**src/sbfp_pkg.sv**
```systemverilog
`timescale 1ns / 1ps
// Package for the seven-bit field frame packer.
// Shared types and constants; used by sbfp_ctrl, sbfp_dpath and the top level.
package sbfp_pkg;

  localparam int unsigned ACC_W     = 39;  // six pending bits plus a 32-bit field, padded
  localparam int unsigned FIELD_W   = 32;
  localparam int unsigned WIDTH_W   = 6;
  localparam int unsigned ID_W      = 6;
  localparam int unsigned BYTE_BITS = 7;

  localparam logic [7:0]         HDR_MARK  = 8'h80;
  localparam logic [6:0]         COUNT_MAX = 7'd127;
  localparam logic [WIDTH_W-1:0] MAX_WIDTH = 6'd32;

  typedef enum logic [2:0] {
    ACT_NONE,
    ACT_LOAD,
    ACT_HDR,
    ACT_DATA,
    ACT_PAD,
    ACT_TRL,
    ACT_DONE
  } act_e;

  typedef struct packed {
    act_e act;
    logic fin;   // emitted byte is the final one of the item
  } ctl_cmd_t;

  typedef struct packed {
    logic hdr_pend;
    logic t_ge7;
    logic t_ge14;
    logic t_nz;
    logic last;
    logic out_free;
  } ctl_sts_t;

endpackage

```
**src/sbfp_ctrl.sv**
```systemverilog
`timescale 1ns / 1ps
// Sequencer of the frame packer: picks the datapath action each cycle.
// Depends on sbfp_pkg.
module sbfp_ctrl
  import sbfp_pkg::*;
(
  input  logic     clk_i,
  input  logic     rst_ni,
  input  logic     in_valid_i,
  output logic     in_ready_o,
  input  ctl_sts_t sts_i,
  output ctl_cmd_t cmd_o
);

  typedef enum logic {
    ST_IDLE,
    ST_RUN
  } state_e;

  state_e state_q, state_d;

  always_comb begin
    state_d    = state_q;
    cmd_o.act  = ACT_NONE;
    cmd_o.fin  = 1'b0;
    in_ready_o = 1'b0;
    case (state_q)
      ST_IDLE: begin
        in_ready_o = 1'b1;
        if (in_valid_i) begin
          cmd_o.act = ACT_LOAD;
          state_d   = ST_RUN;
        end
      end
      ST_RUN: begin
        if (sts_i.hdr_pend) begin
          if (sts_i.out_free) begin
            cmd_o.act = ACT_HDR;
            cmd_o.fin = !sts_i.last && !sts_i.t_ge7;
          end
        end else if (sts_i.t_ge7) begin
          if (sts_i.out_free) begin
            cmd_o.act = ACT_DATA;
            cmd_o.fin = !sts_i.last && !sts_i.t_ge14;
          end
        end else if (sts_i.last && sts_i.t_nz) begin
          if (sts_i.out_free) begin
            cmd_o.act = ACT_PAD;
          end
        end else if (sts_i.last) begin
          if (sts_i.out_free) begin
            cmd_o.act = ACT_TRL;
            cmd_o.fin = 1'b1;
            state_d   = ST_IDLE;
          end
        end else begin
          cmd_o.act = ACT_DONE;
          state_d   = ST_IDLE;
        end
      end
      default: begin
        state_d = ST_IDLE;
      end
    endcase
  end

  always_ff @(posedge clk_i or negedge rst_ni) begin
    if (!rst_ni) begin
      state_q <= ST_IDLE;
    end else begin
      state_q <= state_d;
    end
  end

endmodule

```
**src/sbfp_dpath.sv**
```systemverilog
`timescale 1ns / 1ps
// Datapath of the frame packer: bit accumulator, frame state, output register.
// Depends on sbfp_pkg.
module sbfp_dpath
  import sbfp_pkg::*;
(
  input  logic               clk_i,
  input  logic               rst_ni,
  input  logic               cfg_we_i,
  input  logic [ID_W-1:0]    cfg_wdata_i,
  input  logic [FIELD_W-1:0] field_value_i,
  input  logic [WIDTH_W-1:0] field_width_i,
  input  logic               last_field_i,
  input  ctl_cmd_t           cmd_i,
  output ctl_sts_t           sts_o,
  output logic               out_valid_o,
  input  logic               out_ready_i,
  output logic [7:0]         out_byte_o,
  output logic               frame_end_o,
  output logic               last_of_run_o
);

  logic [ID_W-1:0]    frame_id_q;
  logic [ACC_W-1:0]   acc_q, acc_d;
  logic [5:0]         t_q, t_d;
  logic               last_q, last_d;
  logic               hdr_pend_q, hdr_pend_d;
  logic [6:0]         pend_bits_q, pend_bits_d;
  logic [2:0]         pend_cnt_q, pend_cnt_d;
  logic [6:0]         fcount_q, fcount_d;
  logic               in_frame_q, in_frame_d;
  logic               ovalid_q, ovalid_d;
  logic [7:0]         obyte_q, obyte_d;
  logic               oend_q, oend_d;
  logic               olast_q, olast_d;

  logic [WIDTH_W-1:0] width_sat;
  logic [FIELD_W-1:0] field_left;
  logic [6:0]         pend_left;
  logic [ACC_W-1:0]   acc_load;
  logic [6:0]         top7;
  logic [6:0]         fcount_inc;
  logic               emit;

  assign width_sat  = (field_width_i > MAX_WIDTH) ? MAX_WIDTH : field_width_i;
  assign field_left = field_value_i << (MAX_WIDTH - width_sat);
  assign pend_left  = pend_bits_q << (3'(BYTE_BITS) - pend_cnt_q);
  assign acc_load   = {pend_left, {FIELD_W{1'b0}}}
                    | ({field_left, 7'b0} >> pend_cnt_q);
  assign top7       = acc_q[ACC_W-1 -: 7];
  assign fcount_inc = (fcount_q == COUNT_MAX) ? COUNT_MAX : fcount_q + 7'd1;
  assign emit       = (cmd_i.act == ACT_HDR) || (cmd_i.act == ACT_DATA)
                   || (cmd_i.act == ACT_PAD) || (cmd_i.act == ACT_TRL);

  assign sts_o.hdr_pend = hdr_pend_q;
  assign sts_o.t_ge7    = (t_q >= 6'd7);
  assign sts_o.t_ge14   = (t_q >= 6'd14);
  assign sts_o.t_nz     = (t_q != 6'd0);
  assign sts_o.last     = last_q;
  assign sts_o.out_free = !ovalid_q || out_ready_i;

  always_comb begin
    acc_d       = acc_q;
    t_d         = t_q;
    last_d      = last_q;
    hdr_pend_d  = hdr_pend_q;
    pend_bits_d = pend_bits_q;
    pend_cnt_d  = pend_cnt_q;
    fcount_d    = fcount_q;
    in_frame_d  = in_frame_q;
    ovalid_d    = ovalid_q && !out_ready_i;
    obyte_d     = obyte_q;
    oend_d      = oend_q;
    olast_d     = olast_q;
    if (emit) begin
      ovalid_d = 1'b1;
      olast_d  = cmd_i.fin;
      oend_d   = 1'b0;
      fcount_d = fcount_inc;
    end
    case (cmd_i.act)
      ACT_LOAD: begin
        acc_d      = acc_load;
        t_d        = {3'b0, pend_cnt_q} + width_sat;
        last_d     = last_field_i;
        hdr_pend_d = !in_frame_q;
      end
      ACT_HDR: begin
        obyte_d    = HDR_MARK | {2'b0, frame_id_q};
        hdr_pend_d = 1'b0;
        in_frame_d = 1'b1;
      end
      ACT_DATA: begin
        obyte_d = {1'b0, top7};
        acc_d   = acc_q << BYTE_BITS;
        t_d     = t_q - 6'd7;
      end
      ACT_PAD: begin
        obyte_d = {1'b0, top7};
        acc_d   = '0;
        t_d     = '0;
      end
      ACT_TRL: begin
        obyte_d     = HDR_MARK | {1'b0, fcount_inc};
        oend_d      = 1'b1;
        fcount_d    = '0;
        in_frame_d  = 1'b0;
        pend_bits_d = '0;
        pend_cnt_d  = '0;
        t_d         = '0;
      end
      ACT_DONE: begin
        pend_bits_d = top7 >> (3'(BYTE_BITS) - t_q[2:0]);
        pend_cnt_d  = t_q[2:0];
      end
      default: begin
      end
    endcase
  end

  always_ff @(posedge clk_i or negedge rst_ni) begin
    if (!rst_ni) begin
      frame_id_q  <= '0;
      t_q         <= '0;
      last_q      <= 1'b0;
      hdr_pend_q  <= 1'b0;
      pend_bits_q <= '0;
      pend_cnt_q  <= '0;
      fcount_q    <= '0;
      in_frame_q  <= 1'b0;
      ovalid_q    <= 1'b0;
    end else begin
      if (cfg_we_i) begin
        frame_id_q <= cfg_wdata_i;
      end
      t_q         <= t_d;
      last_q      <= last_d;
      hdr_pend_q  <= hdr_pend_d;
      pend_bits_q <= pend_bits_d;
      pend_cnt_q  <= pend_cnt_d;
      fcount_q    <= fcount_d;
      in_frame_q  <= in_frame_d;
      ovalid_q    <= ovalid_d;
    end
  end

  always_ff @(posedge clk_i) begin
    acc_q   <= acc_d;
    obyte_q <= obyte_d;
    oend_q  <= oend_d;
    olast_q <= olast_d;
  end

  assign out_valid_o   = ovalid_q;
  assign out_byte_o    = obyte_q;
  assign frame_end_o   = oend_q;
  assign last_of_run_o = olast_q;

endmodule

```
**src/seven_bit_field_frame_packer.sv**
```systemverilog
`timescale 1ns / 1ps
// Top level of the seven-bit field frame packer.
// Instantiates sbfp_ctrl and sbfp_dpath; depends on sbfp_pkg.

// Each input item carries one field (value, width 0..32, last flag). The block
// takes one item at a time: the accept cycle loads the field behind the held
// pending bits, then one output byte per cycle, while the output is not
// stalled, leaves through the output register (header on the first field of a
// frame, 7-bit payload bytes MSB first, a zero-padded flush byte and the
// trailer on the last field). An item that ends without a trailer finishes
// with a step that keeps its leftover bits as the pending bits; the
// single-byte output register sets the pace. frame_id is sampled when the header byte is built.
module seven_bit_field_frame_packer
  import sbfp_pkg::*;
(
  input  logic        clk_i,
  input  logic        rst_ni,
  input  logic        cfg_we_i,
  input  logic [5:0]  cfg_wdata_i,     // frame_id
  input  logic        s_axis_tvalid,
  output logic        s_axis_tready,
  input  logic [39:0] s_axis_tdata,    // [31:0] field_value, [37:32] field_width, zero pad
  input  logic        s_axis_tlast,    // last_field
  output logic        m_axis_tvalid,
  input  logic        m_axis_tready,
  output logic [7:0]  m_axis_tdata,    // [7:0] out_byte
  output logic        m_axis_tuser,    // frame_end
  output logic        m_axis_tlast     // last_of_run
);

  ctl_cmd_t cmd;
  ctl_sts_t sts;

  sbfp_ctrl u_ctrl (
    .clk_i      (clk_i),
    .rst_ni     (rst_ni),
    .in_valid_i (s_axis_tvalid),
    .in_ready_o (s_axis_tready),
    .sts_i      (sts),
    .cmd_o      (cmd)
  );

  sbfp_dpath u_dpath (
    .clk_i         (clk_i),
    .rst_ni        (rst_ni),
    .cfg_we_i      (cfg_we_i),
    .cfg_wdata_i   (cfg_wdata_i),
    .field_value_i (s_axis_tdata[31:0]),
    .field_width_i (s_axis_tdata[37:32]),
    .last_field_i  (s_axis_tlast),
    .cmd_i         (cmd),
    .sts_o         (sts),
    .out_valid_o   (m_axis_tvalid),
    .out_ready_i   (m_axis_tready),
    .out_byte_o    (m_axis_tdata),
    .frame_end_o   (m_axis_tuser),
    .last_of_run_o (m_axis_tlast)
  );

endmodule

```
**config.mk**
```make
export PLATFORM = sky130hd
export DESIGN_NAME = seven_bit_field_frame_packer
export DESIGN_NICKNAME = d
export VERILOG_FILES = /design/src/sbfp_pkg.sv /design/src/sbfp_ctrl.sv /design/src/sbfp_dpath.sv /design/src/seven_bit_field_frame_packer.sv
export SDC_FILE = /design/constraint.sdc
export NUM_CORES = 1
export LEC_CHECK = 0
export BUFFER_PORTS_ARGS = -buffer_cell sky130_fd_sc_hd__clkbuf_2
export CELL_PAD_IN_SITES_DETAIL_PLACEMENT = 1
export CELL_PAD_IN_SITES_GLOBAL_PLACEMENT = 2
export CORE_ASPECT_RATIO = 1.1
export CORE_MARGIN = 4
export CORE_UTILIZATION = 40
export CTS_CLUSTER_DIAMETER = 50
export DETAILED_ROUTE_END_ITERATION = 12
export PLACE_DENSITY = 0.87
export SYNTH_ARGS = -nofsm -noshare
export SYNTH_HDL_FRONTEND = slang
export SYNTH_HIERARCHICAL = 1
export SYNTH_SLANG_ARGS = --single-unit
```
**constraint.sdc**
```tcl
create_clock -name clk_i -period 7.65 [get_ports clk_i]
set_input_delay 1.53 -clock clk_i [delete_from_list [all_inputs] [get_ports clk_i]]
set_output_delay 1.53 -clock clk_i [all_outputs]
set_load 0.02 [all_outputs]
```
# ---- Word-level counts from Yosys, hierarchy flattened
# Index checks and enable logic that the tools add are counted.
dict set report classes {
  add_sub_neg 6
  order_cmp 3
  n_eq_ne 7
  shift 4
  n_mux 32
  n_bitwise 2
  reduce_logical 24
}
# op count
set op_table {}
lappend op_table {{39-bit one-hot mux with 3 select lines} 1}
lappend op_table {{39-bit OR} 1}
lappend op_table {{39-bit by 3-bit >> shifter with 39-bit output} 1}
lappend op_table {{32-bit by 6-bit left shift with 32-bit output} 1}
lappend op_table {{8-bit one-hot mux with 3 select lines} 1}
lappend op_table {{7-bit 2-to-1 mux} 3}
lappend op_table {{6-bit one-hot mux with 3 select lines} 1}
lappend op_table {{3-bit 2-to-1 mux} 5}
lappend op_table {{7-bit one-hot mux with 2 select lines} 1}
lappend op_table {{4-bit 2-to-1 mux} 3}
lappend op_table {{3-bit one-hot mux with 2 select lines} 2}
lappend op_table {{1-bit 2-to-1 mux} 11}
lappend op_table {{3-bit equality test (second input constant)} 3}
lappend op_table {{3-bit nonzero test} 3}
lappend op_table {{2-bit nonzero test} 4}
lappend op_table {{7-bit by 1-bit adder with 7-bit output (second input constant)} 1}
lappend op_table {{7-bit equality test (second input constant)} 1}
lappend op_table {{7-bit by 3-bit left shift with 7-bit output} 1}
lappend op_table {{7-bit by 3-bit >> shifter with 7-bit output} 1}
lappend op_table {{3-bit by 6-bit adder with 6-bit output} 1}
lappend op_table {{3-bit by 2-bit equality test with 1-bit output (second input constant)} 2}
lappend op_table {{6-bit by 3-bit greater-or-equal comparator with 1-bit output (second input constant)} 1}
lappend op_table {{6-bit by 4-bit greater-or-equal comparator with 1-bit output (second input constant)} 1}
lappend op_table {{6-bit greater-than comparator (second input constant)} 1}
lappend op_table {{other kinds (12)} 27}
dict set report word_totals {
  register_bits 83
  input_bits 52
  out_inout_bits 12
  elab_cells 92
}

# ---- Longest topological paths before layout
dict set report logic_depth {
  depth_word 14
  depth_mapped 17
  mapped_depth_nobuf 15
}

# ---- Hierarchy
# Netlist, hierarchy kept.
# mod instances cells_each area_per_inst_um2 seq_area_each_um2
set modules_own_cells {}
lappend modules_own_cells {sbfp_dpath 1 780 7339.5 2287.2}
lappend modules_own_cells {sbfp_ctrl 1 21 130.1 25.0}

# ---- Worst setup path after synthesis
# Ideal clock, no wire load.
dict set report synth_path {
  path_kind {input to register}
  start {input port s_axis_tdata[37]}
  end {register u_dpath.acc_q[37] (data pin)}
  setup_ps 266
  arrival_ps 4826
  required_ps 7384
  setup_slack_ps 2558
  stages 15
  n_path_buf 5
  path_cell_list {buf_4 -> nor2b_4 -> buf_6 -> inv_4 -> buf_8 -> buf_4 -> ha_1 -> buf_2 -> mux2_2 -> mux4_1 -> a222oi_1 -> o21ai_1 -> mux4_2 -> mux2i_1 -> o21ai_1}
}
dict set report synth_between {
  elab_chain_len 7
}
# element line
set synth_lines {}
lappend synth_lines {{start: declaration} seven_bit_field_frame_packer.sv:22} ;# input logic [39:0] s_axis_tdata,
lappend synth_lines {{6-bit greater-than comparator} sbfp_dpath.sv:45} ;# assign width_sat = (field_width_i > MAX_WIDTH) ? MAX_WIDTH : field_width_i;
lappend synth_lines {{6-bit 2-to-1 mux *} sbfp_dpath.sv:45}
lappend synth_lines {{6-bit subtractor *} sbfp_dpath.sv:46} ;# assign field_left = field_value_i << (MAX_WIDTH - width_sat);
lappend synth_lines {{32-bit by 6-bit left shift with 32-bit output *} sbfp_dpath.sv:46}
lappend synth_lines {{39-bit by 3-bit >> shifter with 39-bit output *} sbfp_dpath.sv:49} ;# | ({field_left, 7'b0} >> pend_cnt_q);
lappend synth_lines {{39-bit OR *} sbfp_dpath.sv:49}
lappend synth_lines {{39-bit one-hot mux with 3 select lines *} sbfp_dpath.sv:81} ;# case (cmd_i.act)
lappend synth_lines {{named net u_dpath.acc_d[37]} sbfp_dpath.sv:24} ;# logic [ACC_W-1:0] acc_q, acc_d;
lappend synth_lines {{end signal: assignment} sbfp_dpath.sv:148} ;# acc_q <= acc_d;
lappend synth_lines {{end: declaration} sbfp_dpath.sv:24}
# The timed path passes the listed nets; every way through them passes the cells marked *.
# A chain may end at the register's enable or synchronous reset.

# ---- Final worst setup path
dict set report layout_path {
  start {input port s_axis_tdata[37]}
  end {register u_dpath.acc_q[32] (data pin)}
}
# The elaborated chain is that of the path after synthesis.

==> results_tabular.tex <==
\begin{tabular}{lr}
\hline
Metric & Value \\
\hline
\multicolumn{2}{l}{\textbf{Logic synthesis}} \\
\quad Synthesis-stage register bit count & 83 \\
\quad Asr flop ratio synth & 41.0\% \\
\quad Most used flip-flop cell after synthesis & edfxtp\_1 \\
\quad Area fraction in compound gates after synthesis & 23.1\% \\
\quad Top cell type's share of synthesized area & 19.3\% \\
\quad Combinational family with the most area after synthesis & compound AO/OA/AOI/OAI gates \\
\quad Number of synthesized flops with an enable pin & 48 \\
\quad Share of synthesized area occupied by flip-flops and latches & 31.0\% \\
\quad Cell taking the most area after synthesis & edfxtp\_1 \\
\quad Mux cell area share after synthesis & 22.8\% \\
\quad Mean cell area of the mapped netlist & 9.33 um2 \\
\quad Synth Instances & 801 \\
\quad Most instantiated cells after synthesis & nand2\_1 (79), nor2\_1 (79), a21oi\_1 (57) \\
\quad Xor and xnor fraction of the mapped netlist area & 1.54\% \\
\quad Largest cells by area after synthesis & edfxtp\_1 (19\%), dfrtp\_1 (11\%), mux2i\_1 (7.4\%) \\
\quad Synth Area in Adders & 1.44\% \\
\quad Cell variety after synth & 78 \\
\quad Simple-Gate Fraction of Synth Area & 14.7\% \\
\quad Post-synthesis net count & 861 \\
\quad Synthesis warning total & 6 \\
\quad Post-synthesis instance area & 7470 um2 \\
\multicolumn{2}{l}{\textbf{Clocking}} \\
\quad Clock transition at the registers of the reported paths & 70 ps \\
\quad Count of buffers added by post-CTS timing repair for setup & 0 \\
\quad CTS tree & built \\
\quad Worst-case clock buffer depth & 2 \\
\quad Hold-fix buffers at CTS & 0 \\
\quad Later-pin clock latency in the skew report & 350 ps \\
\quad H-Tree Level Count & 3 \\
\quad CTS Sinks & 83 \\
\quad Number of buffers inserted during clock tree synthesis & 9 \\
\quad Post-cts repair resize count & 0 \\
\quad Root cell of the clock tree & clkbuf\_16 \\
\multicolumn{2}{l}{\textbf{Die}} \\
\quad Floorplan core area & 18300 um2 \\
\quad Horiz. Die Dim & 138 um \\
\quad Die area & 20900 um2 \\
\quad Number of placed I/O pins & 64 \\
\quad Num rows & 52 \\
\quad Initial cell density of the core & 40.7\% \\
\quad Vertical die dimension & 151 um \\
\multicolumn{2}{l}{\textbf{Placed design}} \\
\quad Post-Place Worst Slack & 1140 ps \\
\quad Final weighted congestion in routability-driven placement & 0.949 \\
\quad DPL Wire Length & 18.3 mm \\
\quad PortBufs & 61 \\
\multicolumn{2}{l}{\textbf{Power and ir drop}} \\
\quad Worst ir drop on vdd & 0.296 mV \\
\quad Combinational share of power & 56.5\% \\
\quad Post-route total power & 3.33 mW \\
\quad Part of the power in the clock network & 14.5\% \\
\quad Power density over the cells & 408 nW/um2 \\
\quad Flop pwr share & 28.9\% \\
\quad Switching power & 1.55 mW \\
\quad Switching portion of total power & 46.6\% \\
\quad Internal power of the cells & 1.78 mW \\
\quad Cell leakage power & 3.33 nW \\
\multicolumn{2}{l}{\textbf{Timing}} \\
\quad Clk\_skew & 17.7 ps \\
\quad Number of failing hold endpoints at the final stage & 0 \\
\quad Headroom to the max-slew limit & 40.1\% \\
\quad Worst setup slack after layout & 1480 ps \\
\quad Transition at the pin with the smallest max-transition slack & 898 ps \\
\quad Maximum clock frequency & 162 MHz \\
\quad Min cycle time layout & 6170 ps \\
\quad Finish-stage setup viols & 0 \\
\quad Total Negative Setup Slacks & 0 ps \\
\quad Post-route fraction of the period consumed by the critical path & 80.7\% \\
\quad Final hold slack & 460 ps \\
\quad Max Slew Vio Count & 0 \\
\quad RSZ-0062 raised after global routing & false \\
\multicolumn{2}{l}{\textbf{Global route}} \\
\quad Number of global-route vias before repair & 7095 \\
\quad Pin count of the biggest net entering global routing & 49 \\
\quad Antenna violations before repair & 0 \\
\quad GR Util All Layers & 23.1\% \\
\quad Overflow left after global routing & 0 \\
\quad Wire length of the first global-routing pass & 39.1 mm \\
\multicolumn{2}{l}{\textbf{Detailed routing}} \\
\quad Residual DRC count & 0 \\
\quad First DRT Iteration DRCs & 366 \\
\quad M1 WL & 10.3 mm \\
\quad Top routing layer used & met4 \\
\quad DR pass1 iterations & 5 \\
\quad Met2 layer wire length in the routed design & 12.6 mm \\
\quad Total detailed-routing wirelength & 24.2 mm \\
\quad WL per Instance & 22.7 um \\
\quad Count of vias placed by the detailed router & 6747 \\
\quad Met3 Routed Length & 916 um \\
\quad Mean number of vias per cell & 6.32 \\
\quad Remaining antenna violation count after routing & 0 \\
\multicolumn{2}{l}{\textbf{Setup path}} \\
\quad Critical Path Stages & 14 \\
\quad Crit path max-delay family & multiplexers \\
\quad Number of buffers and inverters on the critical path & 4 \\
\quad Crit path DAT & 6250 ps \\
\quad Delay of the slowest critical-path stage & 860 ps \\
\quad Chain of cells forming the critical path & clkbuf\_2 > nor2b\_4 > buf\_4 > inv\_4 > ha\_2 > buf\_4 > mux2\_2 > mux2i\_1 > o21ai\_0 > o211ai\_1 > o21ai\_0 > mux2\_2 > a221oi\_1 > nand2\_1 \\
\quad Crit path max-delay cell type & ha\_2 \\
\quad Critical Setup Path Class & in -> reg \\
\quad Critical Path Source Type & input port \\
\quad Worst Setup End Kind & register \\
\quad Critical Path Fanout Max & 30 \\
\quad Worst EP required & 7730 ps \\
\quad Worst Reg2Reg Path Length in Cells & 16 \\
\multicolumn{2}{l}{\textbf{Run status}} \\
\quad Result of the run & finished, final reports clean \\
\multicolumn{2}{l}{\textbf{Layout}} \\
\quad Number of antenna cells inserted & 0 \\
\quad Filler cells & 2129 \\
\quad Multi-input gate area in the final layout & 4750 um2 \\
\quad Final core utilization & 44.5\% \\
\quad Net count, final & 880 \\
\quad Share of cells above drive strength 1 & 20.2\% \\
\quad Register area & 2310 um2 \\
\quad Growth of design area from synthesis to finish & 9.40\% \\
\multicolumn{2}{l}{\textbf{Run}} \\
\quad Max capacitance violation total & 0 \\
\multicolumn{2}{l}{\textbf{Worst hold path}} \\
\quad Worst hold path stage count & 2 \\
\quad Type of the worst min-delay path & reg -> reg \\
\hline
\end{tabular}
-- per-layer routing --
metal	vias to the layer above	GRT usage (%)
li1	3137	-
met1	3418	28.0
met2	159	42.4
met3	33	4.26
met4	0	6.27
met5	-	0
-- placed cells by master (no fill, tap or decap), types with 6 or more instances in the layout --
master / count
nand2_1: 79
clkbuf_16: 9
mux4_2: 24
a21o_1: 7
edfxtp_1: 48
a221o_1: 8
a22o_1: 16
a21oi_1: 57
and3_1: 9
xnor2_1: 6
dfrtp_1: 34
o21ai_0: 36
o22ai_1: 11
a22oi_1: 19
mux4_1: 7
mux2i_1: 55
a31oi_1: 11
nor3_1: 19
buf_4: 11
a2bb2oi_1: 7
nand3_1: 12
inv_1: 21
mux2_2: 38
o211ai_1: 10
ha_1: 6
or3_1: 6
nor2_1: 78
o221ai_1: 8
a211oi_1: 10
clkbuf_2: 61
-- layout make-up --
class                      instances  area share, %
sequential                        83           28.3
multi-input combinational        630           58.1
clock inverter                     7           1.21
clock buffer                       9           2.76
timing repair buffer              72           4.75
tap                              243           3.72
inverter                          24           1.13
-- worst reg2reg max path, stage by stage (launching register included) --
cell,delay (ps)
dfrtp_1,550
inv_1,280
ha_1,200
nand3_1,80
and2b_1,220
nor2_1,40
o32ai_1,540
inv_1,200
nor2_1,160
nand2_1,190
nand2_1,150
buf_4,250
inv_1,330
nand2_1,470
nor2_1,150
a221oi_1,370
nand2_1,110
-- worst paths after layout --
kind	slack (ps)	end	startpoint
hold / removal	460	u_dpath/frame_end_o	u_dpath/frame_end_o
max in group asynchronous	5780	u_dpath/frame_id_q[1]	rst_ni
setup / recovery	1480	u_dpath/acc_q[32]	s_axis_tdata[37]
setup reg to reg	3100	u_dpath/acc_q[32]	u_dpath/t_q[1]
min in group asynchronous	1300	u_dpath/last_q	rst_ni
hold reg to reg	460	u_dpath/frame_end_o	u_dpath/frame_end_o
-- metrics by stage --
step	instance area [um2]	std cells
floorplan	7470	801
global placement	7850	1052
detailed placement	7850	1052
CTS	8170	1068
global route	8170	1068
finish	8170	1068
-- sequential cells by signal, indices dropped and copies added (netlist names) --
signal                 count
u_dpath/last_q             1
u_dpath/t_q                6
u_dpath/frame_end_o        1
u_dpath/hdr_pend_q         1
u_dpath/in_frame_q         1
u_dpath/pend_cnt_q         3
u_dpath/fcount_q           7
u_dpath/last_of_run_o      1
u_dpath/out_valid_o        1
u_dpath/pend_bits_q        7
u_dpath/acc_q             39
u_dpath/frame_id_q         6
u_ctrl/state_q             1
u_dpath/out_byte_o         8
-- cell families after synthesis --
kind of cell	Yosys count
adder cells (fa/ha/maj)	8
multiplexers	124
XOR/XNOR	11
AND/OR/NAND/NOR	238
buffers and inverters	88
flip-flops	83
AO/OA/AOI/OAI	249
-- power by group through the flow --
stage	sequential (mW)	clock [mW]	combinational [mW]
floorplan	0.938	0	1.37
global route	0.988	0.511	2.07
detailed placement	0.972	0	1.88
CTS	0.964	0.491	1.89
global placement	0.956	0	1.80
finish	0.964	0.484	1.88
No activity file was read; power rests on OpenSTA's default activity.
